`src/sv/tpmrb_pkg.sv`:
```
// Package for the TCP payload match and reset builder.
// Holds the port word types, register indexes, the redirect text and the checksum fold.
// No dependencies.
package tpmrb_pkg;

  localparam int PatternBytesDefault = 16;
  localparam int QueueDepth          = 2;
  localparam int RedirectLen         = 57;

  typedef enum logic [1:0] {
    REG_PATTERN_LENGTH = 2'd0,
    REG_PATTERN_LOW    = 2'd1,
    REG_PATTERN_HIGH   = 2'd2,
    REG_UNUSED         = 2'd3
  } reg_index_t;

  typedef struct packed {
    logic [7:0] frame_byte;
    logic       last_byte;
  } in_word_t;

  typedef struct packed {
    logic        block;
    logic [31:0] client_ip;
    logic [31:0] server_ip;
    logic [15:0] client_port;
    logic [15:0] server_port;
    logic [31:0] next_sequence;
    logic [31:0] peer_acknowledge;
    logic [15:0] reset_ip_checksum;
    logic [15:0] reset_tcp_checksum;
    logic [15:0] finish_ip_checksum;
    logic [15:0] finish_tcp_checksum;
  } out_word_t;

  typedef struct packed {
    logic [4:0]  pattern_length;
    logic [63:0] pattern_low_word;
    logic [63:0] pattern_high_word;
  } cfg_t;

  // Per-frame summary handed from the parser to the checksum builder.
  typedef struct packed {
    logic        block;
    logic [31:0] src_addr;
    logic [31:0] dst_addr;
    logic [15:0] tcp_sport;
    logic [15:0] tcp_dport;
    logic [31:0] seq_num;
    logic [31:0] ack_num;
    logic [15:0] total_len;
    logic [5:0]  ip_hdr_len;
    logic [5:0]  tcp_hdr_len;
  } frame_sum_t;

  localparam logic [15:0] EtherTypeIpv4 = 16'h0800;
  localparam logic [7:0]  ProtoTcp      = 8'h06;
  localparam logic [31:0] IpFixedSum    = 32'h0000_C506;
  localparam logic [31:0] RstIpLen      = 32'd40;
  localparam logic [31:0] FinIpLen      = 32'd97;
  localparam logic [31:0] TcpProto      = 32'h0000_0006;
  localparam logic [31:0] RstTcpLen     = 32'd20;
  localparam logic [31:0] FinTcpLen     = 32'd77;
  localparam logic [31:0] RstFlags      = 32'h0000_5014;
  localparam logic [31:0] FinFlags      = 32'h0000_5011;
  localparam logic [31:0] FinWindow     = 32'h0000_FFFF;

  localparam logic [7:0] RedirectText [RedirectLen] = '{
    8'h48, 8'h54, 8'h54, 8'h50, 8'h2F, 8'h31, 8'h2E, 8'h30, 8'h20, 8'h33,
    8'h30, 8'h32, 8'h20, 8'h52, 8'h65, 8'h64, 8'h69, 8'h72, 8'h65, 8'h63,
    8'h74, 8'h0D, 8'h0A, 8'h4C, 8'h6F, 8'h63, 8'h61, 8'h74, 8'h69, 8'h6F,
    8'h6E, 8'h3A, 8'h20, 8'h68, 8'h74, 8'h74, 8'h70, 8'h3A, 8'h2F, 8'h2F,
    8'h77, 8'h61, 8'h72, 8'h6E, 8'h69, 8'h6E, 8'h67, 8'h2E, 8'h6F, 8'h72,
    8'h2E, 8'h6B, 8'h72, 8'h0D, 8'h0A, 8'h0D, 8'h0A
  };

  function automatic logic [31:0] redirect_sum();
    logic [31:0] s;
    s = '0;
    for (int i = 0; i < RedirectLen; i++) begin
      if (i % 2 == 1) s = s + 32'(RedirectText[i]);
      else            s = s + {16'd0, RedirectText[i], 8'd0};
    end
    return s;
  endfunction

  localparam logic [31:0] RedirectSum = redirect_sum();

  // One's complement fold of a 32-bit sum, then invert.
  function automatic logic [15:0] fold16(input logic [31:0] s);
    logic [16:0] s1;
    logic [16:0] s2;
    logic [16:0] s3;
    s1 = {1'b0, s[15:0]} + {1'b0, s[31:16]};
    s2 = {1'b0, s1[15:0]} + {16'd0, s1[16]};
    s3 = {1'b0, s2[15:0]} + {16'd0, s2[16]};
    return ~s3[15:0];
  endfunction

endpackage

```
`src/sv/tcp_payload_match_reset_builder_top.sv`:
```
// TCP payload match and reset builder, top level.
// Depends on tpmrb_pkg, tpmrb_front, tpmrb_fifo and tpmrb_back.
//
// Takes an Ethernet frame one byte per cycle (push/full) and, on the frame's
// last byte, produces one result word (empty/pop) holding the block decision
// and the fields and internet checksums of the forged RST+ACK and FIN+ACK
// packets. The parser accepts one byte every cycle; full rises only while the
// two-entry summary queue is full, which happens only when result words are
// not being popped. A result word reaches the result ports after its last byte
// is accepted: the summary queue is written at that edge, and the word then
// passes through the two checksum stages and the two-entry result queue, in
// that order. Pattern registers are written through the cfg port, which is
// always ready; write them only while no frame is in flight.
module tcp_payload_match_reset_builder_top #(
  parameter int PATTERN_BYTES = tpmrb_pkg::PatternBytesDefault
) (
  input  logic                 clk,
  input  logic                 rst,
  input  logic                 push,
  output logic                 full,
  input  tpmrb_pkg::in_word_t  in_data,
  output logic                 empty,
  input  logic                 pop,
  output tpmrb_pkg::out_word_t out_data,
  input  logic                 cfg_valid,
  output logic                 cfg_ready,
  input  logic [1:0]           cfg_index,
  input  logic [63:0]          cfg_data
);
  localparam int SumW = $bits(tpmrb_pkg::frame_sum_t);
  localparam int OutW = $bits(tpmrb_pkg::out_word_t);

  tpmrb_pkg::cfg_t       cfg;
  tpmrb_pkg::frame_sum_t sum_in, sum_out;
  tpmrb_pkg::out_word_t  res_word;
  logic take, sum_push, mid_full, mid_empty, sum_take, res_push, res_full;

  assign cfg_ready = 1'b1;
  // Stall input bytes only when the summary queue has no room.
  assign full = mid_full;
  assign take = push && !full;

  always_ff @(posedge clk) begin
    if (rst) begin
      cfg.pattern_length    <= 5'd1;
      cfg.pattern_low_word  <= '0;
      cfg.pattern_high_word <= '0;
    end else if (cfg_valid && cfg_ready) begin
      case (tpmrb_pkg::reg_index_t'(cfg_index))
        tpmrb_pkg::REG_PATTERN_LENGTH: cfg.pattern_length    <= cfg_data[4:0];
        tpmrb_pkg::REG_PATTERN_LOW:    cfg.pattern_low_word  <= cfg_data;
        tpmrb_pkg::REG_PATTERN_HIGH:   cfg.pattern_high_word <= cfg_data;
        default: ;
      endcase
    end
  end

  tpmrb_front #(.PATTERN_BYTES(PATTERN_BYTES)) u_front (
    .clk(clk), .rst(rst), .take(take), .in_word(in_data), .cfg(cfg),
    .sum_push(sum_push), .sum_word(sum_in)
  );

  tpmrb_fifo #(.WIDTH(SumW), .DEPTH(tpmrb_pkg::QueueDepth)) u_mid_q (
    .clk(clk), .rst(rst), .push(sum_push), .full(mid_full), .wdata(sum_in),
    .pop(sum_take), .empty(mid_empty), .rdata(sum_out)
  );

  tpmrb_back u_back (
    .clk(clk), .rst(rst), .sum_valid(!mid_empty), .sum_word(sum_out),
    .sum_take(sum_take), .res_push(res_push), .res_full(res_full),
    .res_word(res_word)
  );

  tpmrb_fifo #(.WIDTH(OutW), .DEPTH(tpmrb_pkg::QueueDepth)) u_out_q (
    .clk(clk), .rst(rst), .push(res_push), .full(res_full), .wdata(res_word),
    .pop(pop), .empty(empty), .rdata(out_data)
  );

  // A frame summary must never be dropped at the summary queue.
  a_mid_no_drop: assert property (@(posedge clk) disable iff (rst)
    sum_push |-> !mid_full) else $error("summary pushed into full queue");

  // The checksum pipe only offers a word when the result queue has room.
  a_res_no_drop: assert property (@(posedge clk) disable iff (rst)
    res_push |-> !res_full) else $error("result pushed into full queue");

  // The checksum pipe only pulls a summary that is present.
  a_take_valid: assert property (@(posedge clk) disable iff (rst)
    sum_take |-> !mid_empty) else $error("summary taken from empty queue");
endmodule

```
`src/sv/tpmrb_fifo.sv`:
```
// Small register queue with push/full and pop/empty sides.
// Generic in width and depth; no package dependency.
module tpmrb_fifo #(
  parameter int WIDTH = 8,
  parameter int DEPTH = 2
) (
  input  logic             clk,
  input  logic             rst,
  input  logic             push,
  output logic             full,
  input  logic [WIDTH-1:0] wdata,
  input  logic             pop,
  output logic             empty,
  output logic [WIDTH-1:0] rdata
);
  localparam int PtrW = (DEPTH > 1) ? $clog2(DEPTH) : 1;
  localparam int CntW = $clog2(DEPTH + 1);

  logic [WIDTH-1:0] mem [DEPTH];
  logic [PtrW-1:0]  wr_ptr;
  logic [PtrW-1:0]  rd_ptr;
  logic [CntW-1:0]  count;
  logic             do_push;
  logic             do_pop;

  assign full    = (count == CntW'(DEPTH));
  assign empty   = (count == '0);
  assign do_push = push && !full;
  assign do_pop  = pop && !empty;
  assign rdata   = mem[rd_ptr];

  always_ff @(posedge clk) begin
    if (rst) begin
      wr_ptr <= '0;
      rd_ptr <= '0;
      count  <= '0;
    end else begin
      if (do_push) begin
        wr_ptr <= (wr_ptr == PtrW'(DEPTH - 1)) ? '0 : wr_ptr + 1'b1;
      end
      if (do_pop) begin
        rd_ptr <= (rd_ptr == PtrW'(DEPTH - 1)) ? '0 : rd_ptr + 1'b1;
      end
      if (do_push && !do_pop) count <= count + 1'b1;
      else if (!do_push && do_pop) count <= count - 1'b1;
    end
  end

  always_ff @(posedge clk) begin
    if (do_push) begin
      mem[wr_ptr] <= wdata;
    end
  end
endmodule

```
`src/sv/tpmrb_front.sv`:
```
// Frame parser: captures header fields, slides the payload window, matches the pattern.
// Depends on tpmrb_pkg; emits one frame_sum_t per frame on the last byte.
module tpmrb_front #(
  parameter int PATTERN_BYTES = tpmrb_pkg::PatternBytesDefault
) (
  input  logic                  clk,
  input  logic                  rst,
  input  logic                  take,
  input  tpmrb_pkg::in_word_t   in_word,
  input  tpmrb_pkg::cfg_t       cfg,
  output logic                  sum_push,
  output tpmrb_pkg::frame_sum_t sum_word
);
  logic [15:0] byte_offset;
  logic [15:0] ether_type, ether_type_next;
  logic [5:0]  ip_hdr, ip_hdr_next;
  logic [7:0]  ip_proto, ip_proto_next;
  logic [15:0] total_len, total_len_next;
  logic [31:0] src_addr, src_addr_next;
  logic [31:0] dst_addr, dst_addr_next;
  logic [15:0] tcp_sport, tcp_sport_next;
  logic [15:0] tcp_dport, tcp_dport_next;
  logic [31:0] seq_num, seq_num_next;
  logic [31:0] ack_num, ack_num_next;
  logic [5:0]  tcp_hdr, tcp_hdr_next;
  logic [7:0]  window [PATTERN_BYTES];
  logic [7:0]  window_next [PATTERN_BYTES];
  logic        match_seen, match_seen_next;

  logic [7:0]  b;
  logic [7:0]  pat [16];
  logic [4:0]  len;
  logic [6:0]  tcp_start;
  logic [15:0] rel;
  logic        hdr_ok;
  logic [7:0]  pay_start;
  logic [16:0] pay_end;
  logic        in_payload;
  logic        eq;
  logic [4:0]  pidx;

  assign b = in_word.frame_byte;

  always_comb begin
    for (int k = 0; k < 8; k++) begin
      pat[k]     = cfg.pattern_low_word[8*k +: 8];
      pat[k + 8] = cfg.pattern_high_word[8*k +: 8];
    end
    len = cfg.pattern_length;
    if (len == 5'd0) len = 5'd1;
    if (len > 5'(PATTERN_BYTES)) len = 5'(PATTERN_BYTES);
  end

  always_comb begin
    ether_type_next = ether_type;
    ip_hdr_next     = ip_hdr;
    ip_proto_next   = ip_proto;
    total_len_next  = total_len;
    src_addr_next   = src_addr;
    dst_addr_next   = dst_addr;
    tcp_sport_next  = tcp_sport;
    tcp_dport_next  = tcp_dport;
    seq_num_next    = seq_num;
    ack_num_next    = ack_num;
    tcp_hdr_next    = tcp_hdr;
    window_next     = window;
    match_seen_next = match_seen;
    eq              = 1'b1;
    pidx            = '0;
    rel             = '0;

    if (byte_offset == 16'd12) ether_type_next = {b, 8'd0};
    else if (byte_offset == 16'd13) ether_type_next = {ether_type[15:8], b};
    else if (byte_offset == 16'd14) ip_hdr_next = {b[3:0], 2'b00};
    else if (byte_offset == 16'd16) total_len_next = {b, 8'd0};
    else if (byte_offset == 16'd17) total_len_next = {total_len[15:8], b};
    else if (byte_offset == 16'd23) ip_proto_next = b;
    else if (byte_offset >= 16'd26 && byte_offset <= 16'd29) src_addr_next = {src_addr[23:0], b};
    else if (byte_offset >= 16'd30 && byte_offset <= 16'd33) dst_addr_next = {dst_addr[23:0], b};

    tcp_start = 7'd14 + 7'(ip_hdr_next);
    if (byte_offset >= 16'd15 && byte_offset >= 16'(tcp_start)) begin
      rel = byte_offset - 16'(tcp_start);
      if (rel <= 16'd1) tcp_sport_next = {tcp_sport[7:0], b};
      else if (rel <= 16'd3) tcp_dport_next = {tcp_dport[7:0], b};
      else if (rel <= 16'd7) seq_num_next = {seq_num[23:0], b};
      else if (rel <= 16'd11) ack_num_next = {ack_num[23:0], b};
      else if (rel == 16'd12) tcp_hdr_next = {b[7:4], 2'b00};
    end

    hdr_ok     = (ip_hdr_next >= 6'd20) && (tcp_hdr_next >= 6'd20);
    pay_start  = 8'(tcp_start) + 8'(tcp_hdr_next);
    pay_end    = 17'(total_len_next) + 17'd14;
    in_payload = hdr_ok && (byte_offset >= 16'(pay_start))
                 && ({1'b0, byte_offset} < pay_end);

    if (in_payload) begin
      for (int j = PATTERN_BYTES - 1; j > 0; j--) window_next[j] = window[j - 1];
      window_next[0] = b;
      for (int j = 0; j < PATTERN_BYTES; j++) begin
        if (5'(j) < len) begin
          pidx = len - 5'd1 - 5'(j);
          if (window_next[j] != pat[pidx[3:0]]) eq = 1'b0;
        end
      end
      if (({1'b0, byte_offset} + 17'd1 >= 17'(pay_start) + 17'(len)) && eq)
        match_seen_next = 1'b1;
    end
  end

  always_comb begin
    sum_push             = take && in_word.last_byte;
    sum_word.block       = (ether_type_next == tpmrb_pkg::EtherTypeIpv4)
                           && (ip_proto_next == tpmrb_pkg::ProtoTcp) && hdr_ok
                           && (pay_end <= 17'd65535)
                           && ({1'b0, byte_offset} + 17'd1 >= pay_end)
                           && (17'(total_len_next) >= 17'(ip_hdr_next) + 17'(tcp_hdr_next)
                               + 17'(len))
                           && match_seen_next;
    sum_word.src_addr    = src_addr_next;
    sum_word.dst_addr    = dst_addr_next;
    sum_word.tcp_sport   = tcp_sport_next;
    sum_word.tcp_dport   = tcp_dport_next;
    sum_word.seq_num     = seq_num_next;
    sum_word.ack_num     = ack_num_next;
    sum_word.total_len   = total_len_next;
    sum_word.ip_hdr_len  = ip_hdr_next;
    sum_word.tcp_hdr_len = tcp_hdr_next;
  end

  always_ff @(posedge clk) begin
    if (rst || (take && in_word.last_byte)) begin
      byte_offset <= '0;
      ether_type  <= '0;
      ip_hdr      <= '0;
      ip_proto    <= '0;
      total_len   <= '0;
      src_addr    <= '0;
      dst_addr    <= '0;
      tcp_sport   <= '0;
      tcp_dport   <= '0;
      seq_num     <= '0;
      ack_num     <= '0;
      tcp_hdr     <= '0;
      match_seen  <= 1'b0;
      for (int j = 0; j < PATTERN_BYTES; j++) window[j] <= '0;
    end else if (take) begin
      if (byte_offset != 16'hFFFF) byte_offset <= byte_offset + 16'd1;
      ether_type <= ether_type_next;
      ip_hdr     <= ip_hdr_next;
      ip_proto   <= ip_proto_next;
      total_len  <= total_len_next;
      src_addr   <= src_addr_next;
      dst_addr   <= dst_addr_next;
      tcp_sport  <= tcp_sport_next;
      tcp_dport  <= tcp_dport_next;
      seq_num    <= seq_num_next;
      ack_num    <= ack_num_next;
      tcp_hdr    <= tcp_hdr_next;
      match_seen <= match_seen_next;
      window     <= window_next;
    end
  end
endmodule

```
`src/sv/tpmrb_back.sv`:
```
// Checksum builder: two register stages from frame summary to result word.
// Depends on tpmrb_pkg; feeds the output queue through push/full.
module tpmrb_back (
  input  logic                  clk,
  input  logic                  rst,
  input  logic                  sum_valid,
  input  tpmrb_pkg::frame_sum_t sum_word,
  output logic                  sum_take,
  output logic                  res_push,
  input  logic                  res_full,
  output tpmrb_pkg::out_word_t  res_word
);
  typedef struct packed {
    logic        block;
    logic [31:0] src_addr;
    logic [31:0] dst_addr;
    logic [15:0] tcp_sport;
    logic [15:0] tcp_dport;
    logic [31:0] next_seq;
    logic [31:0] ack_num;
    logic [31:0] addr_sum;
    logic [31:0] port_sum;
    logic [31:0] ack_sum;
  } st1_t;

  typedef struct packed {
    logic        block;
    logic [31:0] src_addr;
    logic [31:0] dst_addr;
    logic [15:0] tcp_sport;
    logic [15:0] tcp_dport;
    logic [31:0] next_seq;
    logic [31:0] ack_num;
    logic [31:0] rst_ip;
    logic [31:0] rst_tcp;
    logic [31:0] fin_ip;
    logic [31:0] fin_tcp;
  } st2_t;

  logic v1, v2;
  st1_t s1, s1_next;
  st2_t s2, s2_next;
  logic advance;
  logic [31:0] seq_sum;

  // Hold the pipe while the finished word cannot enter the output queue.
  assign advance  = !(v2 && res_full);
  assign sum_take = advance && sum_valid;
  assign res_push = v2 && !res_full;

  always_comb begin
    s1_next.block     = sum_word.block;
    s1_next.src_addr  = sum_word.src_addr;
    s1_next.dst_addr  = sum_word.dst_addr;
    s1_next.tcp_sport = sum_word.tcp_sport;
    s1_next.tcp_dport = sum_word.tcp_dport;
    s1_next.ack_num   = sum_word.ack_num;
    s1_next.next_seq  = sum_word.seq_num + 32'(sum_word.total_len)
                        - 32'(sum_word.ip_hdr_len) - 32'(sum_word.tcp_hdr_len);
    s1_next.addr_sum  = 32'(sum_word.src_addr[31:16]) + 32'(sum_word.src_addr[15:0])
                        + 32'(sum_word.dst_addr[31:16]) + 32'(sum_word.dst_addr[15:0]);
    s1_next.port_sum  = 32'(sum_word.tcp_sport) + 32'(sum_word.tcp_dport);
    s1_next.ack_sum   = 32'(sum_word.ack_num[31:16]) + 32'(sum_word.ack_num[15:0]);
  end

  always_comb begin
    seq_sum           = 32'(s1.next_seq[31:16]) + 32'(s1.next_seq[15:0]);
    s2_next.block     = s1.block;
    s2_next.src_addr  = s1.src_addr;
    s2_next.dst_addr  = s1.dst_addr;
    s2_next.tcp_sport = s1.tcp_sport;
    s2_next.tcp_dport = s1.tcp_dport;
    s2_next.next_seq  = s1.next_seq;
    s2_next.ack_num   = s1.ack_num;
    s2_next.rst_ip    = tpmrb_pkg::IpFixedSum + tpmrb_pkg::RstIpLen + s1.addr_sum;
    s2_next.fin_ip    = tpmrb_pkg::IpFixedSum + tpmrb_pkg::FinIpLen + s1.addr_sum;
    s2_next.rst_tcp   = s1.addr_sum + tpmrb_pkg::TcpProto + tpmrb_pkg::RstTcpLen
                        + s1.port_sum + seq_sum + s1.ack_sum + tpmrb_pkg::RstFlags;
    s2_next.fin_tcp   = s1.addr_sum + tpmrb_pkg::TcpProto + tpmrb_pkg::FinTcpLen
                        + s1.port_sum + seq_sum + s1.ack_sum + tpmrb_pkg::FinFlags
                        + tpmrb_pkg::FinWindow + tpmrb_pkg::RedirectSum;
  end

  always_comb begin
    res_word.block               = s2.block;
    res_word.client_ip           = s2.src_addr;
    res_word.server_ip           = s2.dst_addr;
    res_word.client_port         = s2.tcp_sport;
    res_word.server_port         = s2.tcp_dport;
    res_word.next_sequence       = s2.next_seq;
    res_word.peer_acknowledge    = s2.ack_num;
    res_word.reset_ip_checksum   = tpmrb_pkg::fold16(s2.rst_ip);
    res_word.reset_tcp_checksum  = tpmrb_pkg::fold16(s2.rst_tcp);
    res_word.finish_ip_checksum  = tpmrb_pkg::fold16(s2.fin_ip);
    res_word.finish_tcp_checksum = tpmrb_pkg::fold16(s2.fin_tcp);
  end

  always_ff @(posedge clk) begin
    if (rst) begin
      v1 <= 1'b0;
      v2 <= 1'b0;
    end else if (advance) begin
      v1 <= sum_valid;
      v2 <= v1;
    end
  end

  always_ff @(posedge clk) begin
    if (advance) begin
      s1 <= s1_next;
      s2 <= s2_next;
    end
  end
endmodule
```
`config.mk`:
```
export PLATFORM = sky130hd
export DESIGN_NAME = tcp_payload_match_reset_builder_top
export DESIGN_NICKNAME = d
export VERILOG_FILES = /design/src/sv/tpmrb_pkg.sv /design/src/sv/tcp_payload_match_reset_builder_top.sv /design/src/sv/tpmrb_fifo.sv /design/src/sv/tpmrb_front.sv /design/src/sv/tpmrb_back.sv
export SDC_FILE = /design/constraint.sdc
export NUM_CORES = 2
export LEC_CHECK = 0
export BUFFER_PORTS_ARGS = -buffer_cell sky130_fd_sc_hd__buf_2
export CAP_MARGIN = 10
export CORE_MARGIN = 8
export CORE_UTILIZATION = 45
export DETAILED_ROUTE_END_ITERATION = 16
export PLACE_DENSITY = 0.6
export SLEW_MARGIN = 0
export SYNTH_ARGS = -nofsm -noshare
export SYNTH_HDL_FRONTEND = slang
export SYNTH_HIERARCHICAL = 1
export SYNTH_SLANG_ARGS = --single-unit
```
`constraint.sdc`:
```
create_clock -name clk -period 12.8 [get_ports clk]
set_input_delay 2.56 -clock clk [delete_from_list [all_inputs] [get_ports clk]]
set_output_delay 2.56 -clock clk [all_outputs]
set_load 0.005 [all_outputs]
```
==> impl_metrics.env <==
export IMPL_status="complete, no violations"
export IMPL_synth_most_common_cell="edfxtp_1"
export IMPL_hp_class="reg2reg"
export IMPL_synth_edf_count=1282
export IMPL_grtUsageTotal=0.2030
export IMPL_drt_pass1_iterations=5
export IMPL_cts_hold_buf=0
export IMPL_cp_data_required_time_ns=13.47
export IMPL_switching_share=0.3993
export IMPL_port_buffers=306
export IMPL_power_density_nw_per_um2=294.4
export IMPL_cts_resized_gates=0
export IMPL_drt_iter0_markers=4799
export IMPL_fin_crit_sh=0.8460
export IMPL_synth_xor_area_share=0.04451
export IMPL_ys_ff_latch=1776
export IMPL_clk_latency_ns=0.84
export IMPL_synthMuxAreaShare=0.1643
export IMPL_antenna_found_initial=8
export IMPL_layout_area_seq_sq_um=48390
export IMPL_synth_top_area_cell="edfxtp_1"
export IMPL_clk_pin_slew_ns=0.06
export IMPL_detail_route_wl_per_cell_um=22.90
export IMPL_tns_ns=0
export IMPL_area_growth_pct=9.783
export IMPL_syn_num_nets=7711
export IMPL_rsz0062_at_grt="false"
export IMPL_layout_drive_gt1_share=0.2105
export IMPL_syn_cell_area_sq_um=92560
export IMPL_nets=7770
export IMPL_p_leak_nw=38.53
export IMPL_wl_um=231600
export IMPL_seq_power_share=0.301
export IMPL_peakVddDrop_v=0.0005419
export IMPL_ys_top_cells_by_count="edfxtp_1 (1282), dfxtp_1 (494), nor2_1 (479), mux2_2 (328), a21oi_1 (324)"
export IMPL_fin_skew_ns=0.03941
export IMPL_worst_pin_slew_ns=1.147
export IMPL_die_h_um=469.5
export IMPL_max_stage_delay_ns=0.55
export IMPL_netlist_area_leader_share=0.4159
export IMPL_synth_cell_type_count=115
export IMPL_synth_area_leaders="edfxtp_1 (42%), dfxtp_1 (11%), mux4_2 (5.1%)"
export IMPL_drc=0
export IMPL_clock_sinks=1776
export IMPL_syn_inst=7197
export IMPL_yosysSeqAreaShare=0.5228
export IMPL_p_total_mw=29.91
export IMPL_n_fill_cell=17600
export IMPL_intPower_mw=17.97
export IMPL_clock_power_share=0.184
export IMPL_period_needed_ns=10.83
export IMPL_post_cts_setup_buffer_count=0
export IMPL_route_vias_total=56350
export IMPL_slew_headroom=0.2352
export IMPL_synthFlopType="edfxtp_1"
export IMPL_fp_dieW_um=469.5
export IMPL_endpoint_kind="flip-flop"
export IMPL_path_common_cell="ha_1"
export IMPL_via_per_inst=5.572
export IMPL_synth_compound_area_frac=0.06011
export IMPL_grt_pass1_vias=55460
export IMPL_rows=166
export IMPL_cts_buffer_depth=3
export IMPL_cts_tree="yes"
export IMPL_synth_fa_ha_area_frac=0.06867
export IMPL_dieArea_sq_um=220500
export IMPL_hold_viol=0
export IMPL_worstSetupStartpointType="flip-flop"
export IMPL_crit_path_top_delay_cell="dfxtp_1"
export IMPL_fmax_mhz=92.34
export IMPL_yosys_warnings=6
export IMPL_synth_top_family_by_area="multiplexers"
export IMPL_cts_made_buffers=187
export IMPL_h_tree_depth=4
export IMPL_multi_input_area_sq_um=40210
export IMPL_synth_avg_cell_area_sq_um=12.86
export IMPL_drv_slew=0
export IMPL_core_sq_um=204600
export IMPL_grt_max_degree=171
export IMPL_clockRootBuffer="clkbuf_16"
export IMPL_yosys_area_share_simple=0.09507
export IMPL_power_switching_mw=11.94
export IMPL_final_util=0.4967
export IMPL_crit_type="reg2reg"
export IMPL_io_pins=308
export IMPL_power_frac_comb=0.515
export IMPL_synth_async_sr_flop_share=0
export IMPL_hpwl_um=165700
export IMPL_crit_path_max_fanout=8
export IMPL_gr_total_overflow=0
export IMPL_grt_pass1_wl_um=349200
export IMPL_start_util=0.4524
export IMPL_place_congestion=0.9181
export IMPL_drv_cap=0
export IMPL_arrival_ns=11.50
export IMPL_finalSetupViolations=0
export IMPL_ant_nets=0
final timing paths:
kind                                                           from                             to  slack, ns  cells after the start
worst min-delay path                       u_back/s1[114]$_DFFE_PN_  u_back/res_word[82]$_DFFE_PN_       0.41                      0
worst min register to register             u_back/s1[114]$_DFFE_PN_  u_back/res_word[82]$_DFFE_PN_       0.41                      0
worst max register to register  u_front/byte_offset[0]$_SDFFE_PP0P_  u_mid_q/mem[0][188]$_DFFE_PP_       1.97                     41
worst max-delay path            u_front/byte_offset[0]$_SDFFE_PP0P_  u_mid_q/mem[0][188]$_DFFE_PP_       1.97                     41
flip-flops by register name, summed over array words and instances, names as in the netlist, 6 cells and up, named ones only:
register and flops:
u_out_q/mem 450, u_mid_q/mem 378, u_back/s1 213, u_back/res_word 161
cfg 133, u_front/window 120, u_back/s2 80, u_front/ack_num 32
u_front/dst_addr 32, u_front/seq_num 32, u_front/src_addr 32, u_front/byte_offset 16
u_front/ether_type 16, u_front/tcp_dport 16, u_front/tcp_sport 16, u_front/total_len 16
u_front/ip_proto 8, u_front/ip_hdr 6, u_front/tcp_hdr 6
cell usage in the layout, fill, tap and decap left out, types with 16 or more instances in the layout:
cell       Yosys  routed
a21oi_1      324     323
nand4_1       61      61
nor3_1       167     167
and2_1        26      24
clkbuf_1     182      42
o211ai_1      16      16
fa_1         118     118
and3_1        56      56
o21ai_0      109     109
nand2_1      287     285
clkbuf_16      0     193
buf_2         73     305
xor2_1       144     144
nor3b_1       16      16
nor2_1       479     479
or3_1         32      32
clkinv_2       0      29
o21a_1        33      33
mux2i_1      301     301
buf_4        170      62
xnor2_1      319     314
nor2b_1       44      43
clkinv_1       4      20
ha_1         316     315
mux2_2       328     328
clkbuf_8       0      19
nand2b_1     223     223
a21o_1        52      52
bufinv_16      0      16
nor4_1        41      41
dfxtp_1      494     492
mux2_4       251     251
nand3_1      202     202
o21ai_1      126     126
a211oi_1      32      31
inv_1        295     293
mux4_2       210     210
edfxtp_1    1282    1282
power by group through the flow:
stage          Sequential [mW]  Combinational [mW]  Clock (mW)
6_report                  9.00                15.4        5.50
5_1_grt                   9.11                17.0        5.85
4_1_cts                   9.02                15.4        5.64
3_5_place_dp              9.13                15.3           0
3_3_place_gp              9.09                15.1           0
2_1_floorplan             8.74                11.6           0
critical path: cells and delay by family, from the launching register on:
family | cells | cell delay [ns]
simple gates | 14 | 3.53
xor+xnor | 3 | 0.53
flops | 1 | 0.55
compound gates | 11 | 2.71
buf+inv | 5 | 0.88
mux | 1 | 0.17
fa+ha+maj | 7 | 2.29
metrics by stage:
| stage | hold WS, ns | std cells | instance area, sq um | setup slack, ns |
|---|---|---|---|---|
| CTS | 0.4091 | 10100 | 101600 | 1.905 |
| detailed placement | 0.4045 | 9755 | 95280 | 1.441 |
| global route | 0.4156 | 10110 | 101600 | 1.177 |
| global placement | 0.4027 | 9755 | 95280 | 1.411 |
| floorplan | 0.4003 | 7197 | 92560 | 1.033 |
| finish | 0.4129 | 10110 | 101600 | 1.971 |
kinds of logic after synthesis:
group	after synthesis
flip-flops	1776
AO/OA/AOI/OAI	886
adder cells (fa/ha/maj)	438
buffers and inverters	807
AND/OR/NAND/NOR	1731
multiplexers	1090
other	2
XOR/XNOR	467
metal layers:
metal / vias up / global-route usage / wire, um
met2: 1467 / 0.3263 / 107400
met5: - / 0 / 13
li1: 26400 / - / -
met4: 2 / 0.05890 / 6722
met3: 288 / 0.03214 / 12050
met1: 28190 / 0.2856 / 105400
area by class of cell:
class | count | share of cell area
antenna | 9 | 0.0002216
clock inverter | 95 | 0.01043
multi-input combinational | 4614 | 0.3957
sequential | 1776 | 0.4763
timing repair buffer | 376 | 0.02138
clock buffer | 254 | 0.05165
tap | 2688 | 0.03310
inverter | 301 | 0.01129
Power figures use the tool's default switching activity.
